--- src/hdl/utf8qt_pkg.sv ---
// Package: word types, result codes and UTF-8 constants for the quote tokenizer.
`default_nettype none

package utf8qt_pkg;

    typedef struct packed {
        logic       mode;
        logic [7:0] data_byte;
    } t_in_word;

    typedef struct packed {
        logic [1:0] kind;
        logic [7:0] out_byte;
        logic [1:0] status;
        logic       last;
    } t_out_word;

    localparam logic MODE_BYTE = 1'b0;
    localparam logic MODE_END  = 1'b1;

    localparam logic [1:0] KIND_BYTE   = 2'd0;
    localparam logic [1:0] KIND_END    = 2'd1;
    localparam logic [1:0] KIND_STATUS = 2'd2;

    localparam logic [1:0] STAT_OK      = 2'd0;
    localparam logic [1:0] STAT_BAD_UTF = 2'd1;
    localparam logic [1:0] STAT_UNTERM  = 2'd2;

    // allowed range of the next continuation byte
    localparam logic [2:0] CLS_ANY   = 3'd0;  // 80..BF
    localparam logic [2:0] CLS_A0_BF = 3'd1;
    localparam logic [2:0] CLS_80_9F = 3'd2;
    localparam logic [2:0] CLS_90_BF = 3'd3;
    localparam logic [2:0] CLS_80_8F = 3'd4;

    localparam logic [7:0] CH_SPACE = 8'h20;
    localparam logic [7:0] CH_QUOTE = 8'h22;
    localparam logic [7:0] CH_BSL   = 8'h5C;

    localparam int RES_MAX    = 3;
    localparam int FIFO_DEPTH = 4;

endpackage

`default_nettype wire

--- src/hdl/utf8_checked_quote_tokenizer.sv ---
// Top level: byte tokenizer with quote handling and strict UTF-8 check.
//
//  channel | valid      | ready       | word
//  --------+------------+-------------+------------
//  input   | i_in_valid | o_in_ready  | i_in_word
//  output  | o_out_valid| i_out_ready | o_out_word
//
// One input word per cycle while o_in_ready is high; each word yields zero to three result words,
// queued in a four-entry result queue and sent one per cycle while i_out_ready is high.
// The input is ready while the queue holds at most one word, so a stream of
// words that each give one result flows at one word per cycle while the output is ready.
// Reset (i_rst_n low, synchronous) clears the tokenizer state and the queue.
// A stall on the output fills the queue and then holds off the input.
`default_nettype none

module utf8_checked_quote_tokenizer (
    input  wire                    i_clk,
    input  wire                    i_rst_n,
    input  wire                    i_in_valid,
    output logic                   o_in_ready,
    input  utf8qt_pkg::t_in_word   i_in_word,
    output logic                   o_out_valid,
    input  wire                    i_out_ready,
    output utf8qt_pkg::t_out_word  o_out_word
);
    import utf8qt_pkg::*;

    logic       r_inq, r_open, r_bsl, r_bad;
    logic [1:0] r_cont;
    logic [2:0] r_cls;
    logic       n_inq, n_open, n_bsl, n_bad;
    logic [1:0] n_cont;
    logic [2:0] n_cls;

    t_out_word  res [RES_MAX];
    logic [1:0] res_n;

    t_out_word  r_fifo [FIFO_DEPTH];
    logic [1:0] r_wr, r_rd;
    logic [2:0] r_cnt;

    logic in_acc, out_acc;
    logic [7:0] b;
    logic [7:0] lo, hi;

    assign b           = i_in_word.data_byte;
    assign o_in_ready  = (r_cnt <= 3'(FIFO_DEPTH - RES_MAX));
    assign in_acc      = i_in_valid && o_in_ready;
    assign o_out_valid = (r_cnt != 3'd0);
    assign out_acc     = o_out_valid && i_out_ready;
    assign o_out_word  = r_fifo[r_rd];

    always_comb begin
        unique case (r_cls)
            CLS_A0_BF: begin lo = 8'hA0; hi = 8'hBF; end
            CLS_80_9F: begin lo = 8'h80; hi = 8'h9F; end
            CLS_90_BF: begin lo = 8'h90; hi = 8'hBF; end
            CLS_80_8F: begin lo = 8'h80; hi = 8'h8F; end
            default:   begin lo = 8'h80; hi = 8'hBF; end
        endcase
    end

    always_comb begin
        logic [1:0] idx;
        logic       done;
        idx    = 2'd0;
        done   = 1'b0;
        n_inq  = r_inq;
        n_open = r_open;
        n_bsl  = r_bsl;
        n_bad  = r_bad;
        n_cont = r_cont;
        n_cls  = CLS_ANY;
        for (int j = 0; j < RES_MAX; j++) begin
            res[j] = '0;
        end
        if (i_in_word.mode == MODE_END) begin
            if (r_bsl) begin
                res[idx].kind = KIND_BYTE; res[idx].out_byte = CH_BSL; idx = idx + 2'd1;
            end
            if (r_open) begin
                res[idx].kind = KIND_END; idx = idx + 2'd1;
            end
            res[idx].kind = KIND_STATUS;
            if (r_bad || r_cont != 2'd0) res[idx].status = STAT_BAD_UTF;
            else if (r_inq)              res[idx].status = STAT_UNTERM;
            else                         res[idx].status = STAT_OK;
            idx    = idx + 2'd1;
            n_inq  = 1'b0;
            n_open = 1'b0;
            n_bsl  = 1'b0;
            n_bad  = 1'b0;
            n_cont = 2'd0;
        end else begin
            // UTF-8 check
            if (r_cont != 2'd0) begin
                if (b < lo || b > hi) begin
                    n_bad  = 1'b1;
                    n_cont = 2'd0;
                end else begin
                    n_cont = r_cont - 2'd1;
                end
            end else if (b <= 8'h7F) begin
                n_cont = 2'd0;
            end else if (b >= 8'hC2 && b <= 8'hDF) begin
                n_cont = 2'd1;
            end else if (b >= 8'hE0 && b <= 8'hEF) begin
                n_cont = 2'd2;
                if (b == 8'hE0)      n_cls = CLS_A0_BF;
                else if (b == 8'hED) n_cls = CLS_80_9F;
            end else if (b >= 8'hF0 && b <= 8'hF4) begin
                n_cont = 2'd3;
                if (b == 8'hF0)      n_cls = CLS_90_BF;
                else if (b == 8'hF4) n_cls = CLS_80_8F;
            end else begin
                n_bad = 1'b1;
            end
            // tokenizer
            if (r_bsl) begin
                n_bsl = 1'b0;
                res[idx].kind = KIND_BYTE;
                if (b == CH_QUOTE) begin
                    res[idx].out_byte = CH_QUOTE;
                    done = 1'b1;
                end else begin
                    res[idx].out_byte = CH_BSL;
                end
                idx = idx + 2'd1;
            end
            if (!done) begin
                if (!r_open && b <= CH_SPACE) begin
                    n_open = 1'b0;
                end else begin
                    n_open = 1'b1;
                    if (!r_inq && b <= CH_SPACE) begin
                        res[idx].kind = KIND_END; idx = idx + 2'd1;
                        n_open = 1'b0;
                    end else if (b == CH_QUOTE) begin
                        n_inq = !r_inq;
                    end else if (b == CH_BSL) begin
                        n_bsl = 1'b1;
                    end else begin
                        res[idx].kind = KIND_BYTE; res[idx].out_byte = b;
                        idx = idx + 2'd1;
                    end
                end
            end
        end
        if (idx != 2'd0) res[idx - 2'd1].last = 1'b1;
        res_n = idx;
    end

    always_ff @(posedge i_clk) begin
        if (!i_rst_n) begin
            r_inq  <= 1'b0;
            r_open <= 1'b0;
            r_bsl  <= 1'b0;
            r_bad  <= 1'b0;
            r_cont <= 2'd0;
            r_cls  <= CLS_ANY;
            r_wr   <= 2'd0;
            r_rd   <= 2'd0;
            r_cnt  <= 3'd0;
        end else begin
            if (in_acc) begin
                r_inq  <= n_inq;
                r_open <= n_open;
                r_bsl  <= n_bsl;
                r_bad  <= n_bad;
                r_cont <= n_cont;
                r_cls  <= n_cls;
                r_wr   <= r_wr + res_n;
            end
            if (out_acc) r_rd <= r_rd + 2'd1;
            r_cnt <= r_cnt + (in_acc ? {1'b0, res_n} : 3'd0) - (out_acc ? 3'd1 : 3'd0);
        end
    end

    always_ff @(posedge i_clk) begin
        if (in_acc) begin
            for (int j = 0; j < RES_MAX; j++) begin
                if (2'(j) < res_n) r_fifo[r_wr + 2'(j)] <= res[j];
            end
        end
    end

    a_cnt_bound: assert property (@(posedge i_clk) disable iff (!i_rst_n)
        r_cnt <= 3'(FIFO_DEPTH))
        else $error("result queue overflow");

    a_end_clears: assert property (@(posedge i_clk) disable iff (!i_rst_n)
        in_acc && i_in_word.mode == MODE_END |=>
            !r_inq && !r_open && !r_bsl && !r_bad && r_cont == 2'd0)
        else $error("state not cleared after end of text");

    a_end_has_status: assert property (@(posedge i_clk) disable iff (!i_rst_n)
        in_acc && i_in_word.mode == MODE_END |-> res_n != 2'd0)
        else $error("end of text without status word");

    a_cont_class: assert property (@(posedge i_clk) disable iff (!i_rst_n)
        r_cls != CLS_ANY |-> r_cont != 2'd0)
        else $error("continuation range set without pending continuation");

endmodule

`default_nettype wire
--- config.mk ---
export PLATFORM = sky130hd
export DESIGN_NAME = utf8_checked_quote_tokenizer
export DESIGN_NICKNAME = d
export VERILOG_FILES = /design/src/hdl/utf8qt_pkg.sv /design/src/hdl/utf8_checked_quote_tokenizer.sv
export SDC_FILE = /design/constraint.sdc
export NUM_CORES = 1
export LEC_CHECK = 0
export BUFFER_PORTS_ARGS = -buffer_cell sky130_fd_sc_hd__buf_2
export CORE_ASPECT_RATIO = 1.1
export CORE_UTILIZATION = 30
export DETAILED_ROUTE_END_ITERATION = 7
export PLACE_DENSITY = 0.41
export SLEW_MARGIN = 20
export SYNTH_ARGS = -nofsm -noshare
export SYNTH_HDL_FRONTEND = slang
export SYNTH_SLANG_ARGS = --single-unit
export TNS_END_PERCENT = 5
--- constraint.sdc ---
create_clock -name i_clk -period 9 [get_ports i_clk]
set_input_delay 1.8 -clock i_clk [delete_from_list [all_inputs] [get_ports i_clk]]
set_output_delay 1.8 -clock i_clk [all_outputs]
set_load 0.03 [all_outputs]
Word level (Yosys, flattened, before mapping)
Memory sizes are Yosys's and may differ from the RTL's. A register that Yosys moved wholly into a read port is not among the register bits.
Index checks and enable logic that the tools add are counted.
Word-level totals
  memories: 1
  bits of input ports: 13
  bits in writable memories: 52
  bits in registers: 16
Memory list
  r_fifo: depth 4, bits a word 13, rd ports 1, clocked after Yosys merged registers in 1, write ports 3, line utf8_checked_quote_tokenizer.sv:38  | t_out_word r_fifo [FIFO_DEPTH];
Cells by class
  bitwise logic cells: 4
  mux-type cells: 105
  $lt $le $gt $ge: 22
  reductions and logical operators: 24
  equal/unequal tests: 18
  add/sub/neg operators: 11
Operator list (number)
  two-way mux 39 bit: 11
  bitwise mux 39 bit: 9
  demux 13 bit (select 2 bit): 6
  two-way mux 2 bit: 22
  two-way mux 13 bit: 3
  two-way mux 1 bit: 37
  equality test 8 bit, second input constant: 4
  two-way mux 3 bit: 9
  >= comparator 8 bit, second input constant: 3
  less-or-equal comparator 8 bit, second input constant: 3
  case mux 6 bit (2 select lines): 2
  two-way mux 7 bit: 3
  two-way mux 10 bit: 2
  >= comparator 3 bit, second input constant: 4
  less-than comparator 3 x 1 -> 1 bit, second input constant: 4
  inequality test 3 bit, second input constant: 4
  inverter 2 -> 3 bit: 4
  logical AND 1 bit: 11
  two-way mux 11 bit: 1
  adder 2 x 1 -> 2 bit, second input constant: 5
  equality test 8 x 6 -> 1 bit, second input constant: 1
  equality test 8 x 7 -> 1 bit, second input constant: 1
  > comparator 8 bit: 1
  less-or-equal comparator 8 x 6 -> 1 bit, second input constant: 1
  23 further kinds: 33

Depth between registers and ports, before layout
Gate-level depths: netlist of the first run.
  depth in word-level cells: 17
  mapped depth: 18
  gate-level depth less buffers: 16

Worst setup path before layout of the first run
OpenSTA, ideal clock, no wires.
  path kind: input to register
  from: in i_in_word[1] (netlist bit)
  to: mem r_fifo[1][0] (netlist bit), enable pin
  data required time: 8.599 ns
  data arrival time: 4.982 ns
  stages on the path: 12
  library setup time: 0.401 ns
  slack: 3.617 ns
  path buffers: 1
  path through: clkbuf_1 -> or3b_2 -> nor3_1 -> inv_1 -> ha_1 -> inv_1 -> a211o_1 -> a21oi_1 -> o31ai_4 -> inv_2 -> a31oi_1 -> o21ai_0
RTL lines
  start: declaration: line utf8_checked_quote_tokenizer.sv:21  | input utf8qt_pkg::t_in_word i_in_word,
  end: declaration: line utf8_checked_quote_tokenizer.sv:38

Worst setup path after layout of the first run
  from: in i_in_word[4] (netlist bit)
  to: reg r_cnt[2]
On the way
  cells in the longest elaborated chain, start to end: 10
  elaborated cells on any way between the ends: 17
  those cells by class: add/sub (2); order compare (1); eq/ne (2); mux (10); reduce/logical (2)
RTL lines
  branches (longest 5 deep; another with less-or-equal comparator 8 x 6 -> 1 bit)
  two-way mux 2 bit *: line utf8_checked_quote_tokenizer.sv:130  | if (!done) begin
  two-way mux 2 bit *: line utf8_checked_quote_tokenizer.sv:77  | if (i_in_word.mode == MODE_END) begin
  two-way mux 2 bit *: line utf8_checked_quote_tokenizer.sv:175  | r_cnt <= r_cnt + (in_acc ? {1'b0, res_n} : 3'd0) - (out_acc ? 3'd1 : 3'd0);
  adder 3 x 2 -> 3 bit *: line utf8_checked_quote_tokenizer.sv:175
  subtractor 3 x 1 -> 3 bit *: line utf8_checked_quote_tokenizer.sv:175
  end signal: assignment: line utf8_checked_quote_tokenizer.sv:175
  end: declaration: line utf8_checked_quote_tokenizer.sv:40  | logic [2:0] r_cnt;
Mark *: on every way between the ends. The select of a mux whose other input is x is not followed.
A chain may end at the register's enable or synchronous reset.

==> impl_metrics.tcl, run 1 <==
set metrics [dict create \
    status "finished, final reports clean" \
    start_kind "input pin" \
    synth_top_area_share_pct 33.8 \
    finalCriticalPeriod_ns 5.33 \
    hpwl_um 9650 \
    synth_nets 470 \
    first_pass_iters 5 \
    diodes 0 \
    slew_headroom_pct 21.5 \
    ys_types 80 \
    grt_max_degree 30 \
    drv_cap 0 \
    power_uw 1160 \
    antenna_found_initial 0 \
    coreArea_um2 15100 \
    crit_start "i_in_word[4]" \
    cts_resized 0 \
    synth.top_cells.by_area "edfxtp_1 (34%), dfxtp_1 (7.8%), mux4_2 (6.3%)" \
    ctsLongestPathBuffers 2 \
    cp.arrival_ns 5.57 \
    drv_slew 0 \
    postPlaceCellArea_um2 4880 \
    fin_area_um2 5160 \
    synthesis.area_um2 4620 \
    fmax_mhz 188 \
    drive_gt1_share_pct 22.7 \
    cts_setup_buffers 0 \
    grt_setup_unrepaired "no" \
    synth_compound_area_share_pct 22.8 \
    grt_pass1_wl_um 20400 \
    yosysSeqAreaShare_pct 41.6 \
    critPathBufInv 5 \
    synth_xor_area_share_pct 1.52 \
    yosys.area.top_type "edfxtp_1" \
    fillers 1571 \
    slowest_delay_ns 0.49 \
    path_clk_slew_ns 0.07 \
    cts_root_buf "clkbuf_16" \
    path_max_fanout 16 \
    leakagePower_uw 0.00180 \
    wire_per_inst_um 19.7 \
    dr.first_iter.drc_count 213 \
    drtAntennaViolNets 0 \
    dieArea_um2 15900 \
    setup_viol 0 \
    synth_edf_count 52 \
    crit_required_ns 9.24 \
    min_from "r_bad$_SDFFE_PN0P_" \
    routed_wl_um 12900 \
    clk_latency_ns 0.35 \
    yosys.area_share.simple_pct 17.3 \
    clock_skew_ns 0.0111 \
    start_util_pct 30.7 \
    reg2reg_from "r_bsl$_SDFFE_PN0P_" \
    die_y_um 132 \
    slowest_stage "or3b_2" \
    peakVddDrop_mv 0.0725 \
    period_share_pct 59.2 \
    synth_fa_ha_area_share_pct 4.22 \
    syn-instance-count 442 \
    vias_per_cell 5.30 \
    cts_tree "done" \
    ys_async_sr_fraction_pct 0 \
    ctsHoldBuffers 0 \
    synth_ff_type "edfxtp_1" \
    ios 28 \
    die_w_um 120 \
    cpLargestDelayFamily "adder cells" \
    yosys_register_bits 70 \
    hp-class "reg -> reg" \
    area_growth_pct 11.6 \
    synth_top_family_by_area "compound AO/OA/AOI/OAI gates" \
    port-buffer-count 27 \
    cts_made_buffers 9 \
    end_kind "register" \
    htreeDepth 3 \
    nets 482 \
    globalRouteTotalUtil_pct 17.1 \
    yosys_warnings 0 \
    avgSynthCellArea_um2 10.5 \
    first_global_vias 3471 \
    worstPathCellList "buf_2, or3b_2, nor3_1, inv_1, ha_1, inv_1, a211o_1, a21oi_1, o31ai_4, inv_2, nand2_1, ha_1, inv_1, ha_1, fa_1, xnor2_1, and2_1" \
    hold_viol 0 \
    p_per_area_nw_per_um2 224 \
    row_count 47 \
    finalSetupTns_ns 0 \
    drc_errors 0 \
    gp_congestion 0.832 \
    tightest_slew_ns 1.17 \
    clock-sinks 70 \
    grt_overflow 0 \
    critical_path_class "in -> reg" \
    synth.area.mux_share_pct 7.50 \
    via_count 3469 \
]
per-layer routing:
layer,track usage (%),up-vias,wire [µm]
met3,3.37,12,439
met5,0,-,0
met4,5.49,0,173
li1,-,1716,-
met1,23.1,1682,6090
met2,27.5,59,6220
where the power goes:
group	switching (µW)	internal (µW)	leakage (µW)	total [µW]
registers	45.3	403	0.000629	448
logic	226	148	0.00106	373
clock network	148	186	0.000118	334
cell usage in the layout, fill, tap and decap left out, types with 5 or more instances in the layout:
master | netlist | final
mux4_2 | 13 | 13
xnor2_1 | 7 | 7
nand2_1 | 45 | 45
buf_2 | 3 | 27
ha_1 | 14 | 14
clkinvlp_4 | 0 | 5
dfxtp_1 | 18 | 18
and2_1 | 7 | 7
o22ai_1 | 7 | 7
o21ai_0 | 20 | 18
a21oi_1 | 29 | 29
a211oi_1 | 11 | 11
a211oi_2 | 12 | 12
nor2_1 | 21 | 21
nor2b_1 | 6 | 6
buf_4 | 4 | 5
and3_1 | 5 | 5
edfxtp_1 | 52 | 52
inv_1 | 17 | 17
clkbuf_16 | 0 | 9
a21boi_0 | 6 | 6
nor3_1 | 9 | 9
nand3_1 | 13 | 13
o21ai_1 | 7 | 8
nor4_1 | 7 | 7
sequential cells by signal (all words and copies together), names as in the netlist, named ones only:
name and cells:
r_bad 1, r_bsl 1, r_cls 3, r_cnt 3
r_cont 2, r_fifo 52, r_inq 1, r_open 1
r_rd 2, r_wr 2
worst paths after layout:
| path | cells after the start | slack (ns) | to |
|---|---|---|---|
| max | 17 | 3.67 | r_cnt[2]$_SDFF_PN0_ |
| max reg2reg | 9 | 5.38 | r_fifo[1][7]$_SDFFCE_PP0P_ |
| min | 2 | 0.51 | r_bad$_SDFFE_PN0P_ |
| min reg2reg | 2 | 0.51 | r_bad$_SDFFE_PN0P_ |
synth_stat cells, types with 3 or more instances:
cell type and n:
nand2_1 45, o21ai_1 7, nor3_2 3, or3_1 4, edfxtp_1 52, a21boi_0 6, a21oi_2 3, buf_4 4
nand3_1 13, o22ai_1 7, xnor2_1 7, buf_6 4, nand2b_1 3, a21oi_1 29, nor3_1 9, nor3b_1 3
a211oi_1 11, mux4_2 13, o21ai_0 20, buf_2 3, nor4_1 7, buf_1 3, inv_1 17, a211oi_2 12
dfxtp_1 18, and3_1 5, clkbuf_1 17, or3b_2 3, nor2_1 21, a21o_1 4, ha_1 14, a31oi_1 4
nor2b_1 6, and2_1 7
metrics by stage:
step           instances  hold WS (ns)  utilization, %  setup slack [ns]
5_1_grt              655         0.552            34.3              3.44
3_5_place_dp         639         0.487            32.4              3.35
3_3_place_gp         639         0.490            32.4              3.28
4_1_cts              655         0.503            34.3              3.71
2_1_floorplan        442         0.460               -              3.62
6_report             655         0.508            34.3              3.67
cell type report:
cell class,instances,area (µm²),share of cell area [%]
inverter,18,67.6,1.31
sequential,70,1920,37.3
clock buffer,9,225,4.37
timing repair buffer,32,173,3.35
tap,196,245,4.75
clock inverter,7,50.0,0.970
multi-input combinational,323,2470,48.0
worst min-delay path, stage by stage (launching register included):
cell	delay, ns
dfxtp_1	0.35
a31oi_1	0.05
nor2_1	0.08
cell families after synthesis:
group	count (synthesis)
DFF	70
muxes	18
buffers and inverters	49
xor gates and xnor gates	8
AOI/OAI and AO/OA	135
and+or+nand+nor	147
adders and majority gates	15
No activity file was read; power rests on OpenSTA's default activity.
==> inputs of run 2 (changes only) <==
Settings changed: ABC_AREA set to 1, PLACE_DENSITY 0.41 to 0.43.
Clock period 9 ns to 4.6 ns, I/O delays scaled along.
==> impl_metrics.tcl, run 2 <==
set metrics [dict create \
    avgSynthCellArea_um2 7.54 \
    yosysSeqAreaShare_pct 42.0 \
    postPlaceCellArea_um2 4880 \
    reg2reg_from "r_bsl$_SDFFE_PN0P_" \
    reg.largest.list "r_fifo (52), r_cls (3), r_cnt (3)" \
    drive_gt1_share_pct 13.0 \
    pwr-share-seq_pct 34.5 \
    diodes 0 \
    ys_async_sr_fraction_pct 0 \
    drtAntennaViolNets 0 \
    status "finished, final reports clean" \
    synth.top_cells.by_area "edfxtp_1 (34%), nand2_1 (12%), dfxtp_1 (7.9%)" \
    via_count 4160 \
    cts_root_buf "clkbuf_16" \
    dpl.cell_count 808 \
    clk_latency_ns 0.34 \
    combPwrFrac_pct 35.2 \
    clock-sinks 70 \
    die_y_um 131 \
    start_util_pct 31.1 \
    hp-class "reg -> reg" \
    ctsHoldBuffers 0 \
    grt_max_degree 28 \
    internal_power_uw 1520 \
    first_global_vias 3921 \
    htreeDepth 3 \
    drc_errors 0 \
    synth_ff_type "edfxtp_1" \
    hpwl_um 9780 \
    min_to "r_bad$_SDFFE_PN0P_" \
    p_sw_uw 933 \
    cts_tree "done" \
    grt_setup_unrepaired "no" \
    synth_edf_count 52 \
    met3_wirelength_um 564 \
    final_cell_mix "nand2_1 (152), nor2_1 (71), edfxtp_1 (52)" \
    fmax_mhz 289 \
    layoutNonFillerInstCount 824 \
    row_count 46 \
    fillers 1570 \
    tightest_slew_ns 0.820 \
    synthesis.area_um2 4570 \
    yosys.area.top_type "edfxtp_1" \
    grt_pass1_wl_um 21300 \
    seq_area_um2 1920 \
    hold_viol 0 \
    finalSetupTns_ns 0 \
    end_kind "register" \
    top_register "r_fifo" \
    ctsLongestPathBuffers 2 \
    netSwitchingFraction_pct 38.1 \
    wire_per_inst_um 16.0 \
    port-buffer-count 27 \
    rrSetupSlack_ns 1.48 \
    yosys_register_bits 70 \
    multi_input_area_um2 2290 \
    finalCriticalPeriod_ns 3.46 \
    clkPwrFrac_pct 30.4 \
    p_per_area_nw_per_um2 472 \
    slew_headroom_pct 44.8 \
    r2r-end "r_fifo[2][5]$_SDFFCE_PP0P_" \
    routed_wl_um 13200 \
    syn-instance-count 606 \
    path_max_fanout 18 \
    cts_made_buffers 9 \
    top_layer_used "met4" \
    met1_length_um 6320 \
    dr.first_iter.drc_count 308 \
    synth.top_cells.by_count "nand2_1 (152), nor2_1 (71), edfxtp_1 (52), inv_1 (46), nand3_1 (46)" \
    mostFrequentLayoutCell "nand2_1" \
    nets 655 \
    cp.arrival_ns 3.36 \
    start_kind "input pin" \
    area_growth_pct 13.7 \
    ys_types 37 \
    globalRouteTotalUtil_pct 17.3 \
    wl_met2_um 6060 \
    largest_reg_flops 52 \
    cts_setup_buffers 0 \
    die_w_um 120 \
    yosysMostFrequentCell "nand2_1" \
    antenna_found_initial 0 \
    leakagePower_uw 0.00212 \
    coreArea_um2 14700 \
    first_pass_iters 6 \
    yosys_warnings 0 \
    path_clk_slew_ns 0.06 \
    drv_slew 0 \
    dieArea_um2 15700 \
    ios 28 \
    peakVddDrop_mv 0.155 \
    clock_skew_ns 0.00493 \
    critical_path_class "in -> reg" \
    vias_per_cell 5.05 \
    hold_depth 2 \
    synth_nets 634 \
    cts_resized 0 \
    gp_congestion 0.880 \
    period_share_pct 75.1 \
    setup_viol 0 \
    place_ws_ns 0.818 \
    fin_ws_ns 1.14 \
    r2r_cells 7 \
    crit_required_ns 4.51 \
    grt_overflow 0 \
    synth_top_area_share_pct 34.2 \
    fin_area_um2 5200 \
    drv_cap 0 \
    min_from "r_bad$_SDFFE_PN0P_" \
]
-- run 2: cell count changes after synthesis, moves of 13 or more --
| cell | change |
|---|---|
| nor2_1 | +50 |
| nand2_1 | +107 |
| mux4_2 | -13 |
| nand4_1 | +14 |
| nand3_1 | +33 |
| inv_1 | +29 |
| o21ai_0 | +24 |
-- run 2: how the worst max path moves through the flow --
stage,startpoint,to,depth (start not counted)
after floorplan,i_in_word[2],r_cnt[2]$_SDFF_PN0_,16
after global placement,i_in_word[2],r_fifo[1][3]$_SDFFCE_PP0P_,15
after detailed placement,i_in_word[2],r_fifo[1][8]$_SDFFCE_PP0P_,15
after CTS,i_in_word[2],r_fifo[1][3]$_SDFFCE_PP0P_,15
after global routing,i_in_word[2],r_fifo[1][3]$_SDFFCE_PP0P_,15
final,i_in_word[2],r_fifo[1][3]$_SDFFCE_PP0P_,15
-- run 2: metrics by stage --
stage / utilization (%) / hold WS, ns / power [µW]
floorplan: - / 0.429 / 1470
global placement: 33.3 / 0.437 / 1720
global route: 35.4 / 0.477 / 2590
finish: 35.4 / 0.449 / 2450
detailed placement: 33.3 / 0.442 / 1730
CTS: 35.4 / 0.451 / 2470
-- run 2: cells by family (layout without fill, tap and decap cells) --
kind of cell             count (synthesis)  after routing  synth area share, %
AND/OR/NAND/NOR                        320            320                 31.2
flip-flops                              70             70                 42.0
buffers and inverters                   84            110                 7.94
XOR/XNOR                                 1              1                0.192
AO/OA/AOI/OAI                          116            116                 14.4
adder cells (fa/ha/maj)                 15             15                 4.27
-- run 2: power by group through the flow --
| stage | Combinational [µW] | Clock [µW] | Sequential (µW) |
|---|---|---|---|
| after floorplan | 627 | 0 | 844 |
| after global placement | 860 | 0 | 858 |
| after detailed placement | 868 | 0 | 858 |
| after CTS | 870 | 759 | 845 |
| after global routing | 954 | 781 | 856 |
| final | 862 | 744 | 845 |
-- run 2: routing by layer --
layer | GRT usage (%) | vias up
met5 | 0 | -
met3 | 2.65 | 18
li1 | - | 2109
met1 | 23.8 | 1932
met4 | 6.88 | 0
met2 | 27.1 | 101
-- run 2: layout make-up --
cell class              count  share of cell area, %
well taps                 192                   4.62
repair buffers             39                   4.33
inverters                  55                   4.00
clock inverters             6                   1.66
clock buffers              10                   4.41
flip-flops and latches     70                   37.0
multi-input cells         452                   44.0
-- run 2: critical path, stage by stage --
cell	delay (ns)
buf_2	0.13
nand2_1	0.09
nor3_1	0.15
nand4_1	0.31
ha_1	0.31
inv_1	0.05
nor2_1	0.04
nand2_1	0.06
nand2_1	0.06
nand2_2	0.13
nand2_2	0.24
nand2_1	0.16
nand2_1	0.16
nand2_1	0.09
nand3_1	0.45
==> inputs of run 3 (changes only) <==
Settings changed: PLACE_DENSITY 0.43 to 0.41.
Clock period 4.6 ns to 3.6 ns, I/O delays scaled along.
==> impl_metrics.tcl, run 3 (synthesized netlist as in run 2, its figures left out) <==
set metrics [dict create \
    drtAntennaViolNets 0 \
    crit_required_ns 3.84 \
    via_count 4203 \
    ctsLongestPathBuffers 2 \
    start_util_pct 31.1 \
    slowest_stage "fa_1" \
    area_growth_pct 16.7 \
    grt_max_degree 27 \
    grt_setup_unrepaired "no" \
    path_max_fanout 5 \
    wire_per_inst_um 16.8 \
    fmax_mhz 347 \
    start_kind "input pin" \
    cts_tree "done" \
    hold_viol 0 \
    dr.first_iter.drc_count 292 \
    hp-class "reg -> reg" \
    setup_viol 0 \
    nets 663 \
    clk_latency_ns 0.35 \
    cp.arrival_ns 3.12 \
    cts_resized 0 \
    reg.largest.list "r_fifo (52), r_cls (3), r_cnt (3)" \
    crit_top_cell "nand2_1" \
    first_global_vias 3957 \
    first_pass_iters 5 \
    leakagePower_uw 0.00220 \
    slowest_delay_ns 0.37 \
    clock_skew_ns 0.00550 \
    final_cell_mix "nand2_1 (152), nor2_1 (71), edfxtp_1 (52)" \
    fillers 1560 \
    htreeDepth 3 \
    globalRouteTotalUtil_pct 18.2 \
    ios 28 \
    largest_reg_flops 52 \
    clock-sinks 70 \
    cts_made_buffers 9 \
    drv_slew 0 \
    gp_congestion 0.844 \
    peakVddDrop_mv 0.251 \
    diodes 0 \
    finalSetupTns_ns 0 \
    coreArea_um2 14700 \
    grt_pass1_wl_um 21900 \
    path_clk_slew_ns 0.06 \
    cts_root_buf "clkbuf_16" \
    routed_wl_um 14000 \
    port-buffer-count 27 \
    status "finished, final reports clean" \
    hold_ws_ns 0.452 \
    worstPathCellList "buf_2, nand2_1, nor3_1, nand4_1, ha_1, nand2_1, nand2_1, nand3_1, a21oi_4, nand2_1, ha_1, inv_1, ha_1, fa_1, o21ai_0, a21oi_1" \
    ctsHoldBuffers 0 \
    die_y_um 131 \
    end_kind "register" \
    grt_overflow 0 \
    period_share_pct 80.2 \
    drc_errors 0 \
    cts_setup_buffers 0 \
    drv_cap 0 \
    top_register "r_fifo" \
    vias_per_cell 5.05 \
    hpwl_um 10000 \
    antenna_found_initial 0 \
    die_w_um 120 \
    critical_path_class "in -> reg" \
    tightest_slew_ns 0.889 \
    p_per_area_nw_per_um2 637 \
    dieArea_um2 15700 \
    drive_gt1_share_pct 14.4 \
    mostFrequentLayoutCell "nand2_1" \
    slew_headroom_pct 40.2 \
    finalCriticalPeriod_ns 2.89 \
    row_count 46 \
]
[run 3: cell types whose count changed in the layout (fill, tap and decap cells not counted), sizes merged]
cell / change
buf: +8
bufinv: +3
clkbuf: -1
clkinv: -4
inv: +2
[run 3: worst paths after layout]
check	from	end	slack, ns	cells after the start
max	i_in_word[2]	r_cnt[2]$_SDFF_PN0_	0.71	16
min	r_bad$_SDFFE_PN0P_	r_bad$_SDFFE_PN0P_	0.45	2
max reg2reg	r_open$_SDFFE_PN0P_	r_cnt[2]$_SDFF_PN0_	1.04	12
min reg2reg	r_bad$_SDFFE_PN0P_	r_bad$_SDFFE_PN0P_	0.45	2
[run 3: report_power, final]
group          internal [µW]  switching (µW)  leakage, µW
Clock                    822             370     0.000191
Sequential              1030            56.1     0.000630
Combinational            317             804      0.00138
Total                   2170            1230      0.00220
[run 3: cell type report]
type | instances | area (µm²) | area share (%)
tap | 192 | 240 | 4.50
sequential | 70 | 1920 | 36.0
clock buffer | 9 | 225 | 4.22
inverter | 55 | 208 | 3.89
clock inverter | 7 | 168 | 3.14
timing repair buffer | 47 | 285 | 5.35
multi-input combinational | 452 | 2290 | 42.9
[run 3: worst max-delay path: cells and delay by family]
kind	cells	cell delay, ns
compound gates	3	0.39
fa+ha+maj	4	1.14
buf+inv	2	0.17
simple gates	7	0.70
[run 3: per-layer routing]
layer  track usage, %  vias up  wire length (µm)
li1                 -     2117                 -
met3             3.04       15               556
met1             24.2     1969              6620
met5                0        -                 0
met4             5.97        0               244
met2             29.7      102              6600
[run 3: through the flow]
step | worst slack [ns] | instances | total power, µW | util [%] | area, µm²
after CTS | 0.703 | 832 | 3440 | 36.3 | 5330
after global routing | 0.552 | 832 | 3580 | 36.3 | 5330
final | 0.715 | 832 | 3400 | 36.3 | 5330
after floorplan | 0.332 | 606 | 1880 | - | 4570
after global placement | 0.357 | 816 | 2230 | 33.7 | 4940
after detailed placement | 0.339 | 816 | 2240 | 33.7 | 4940
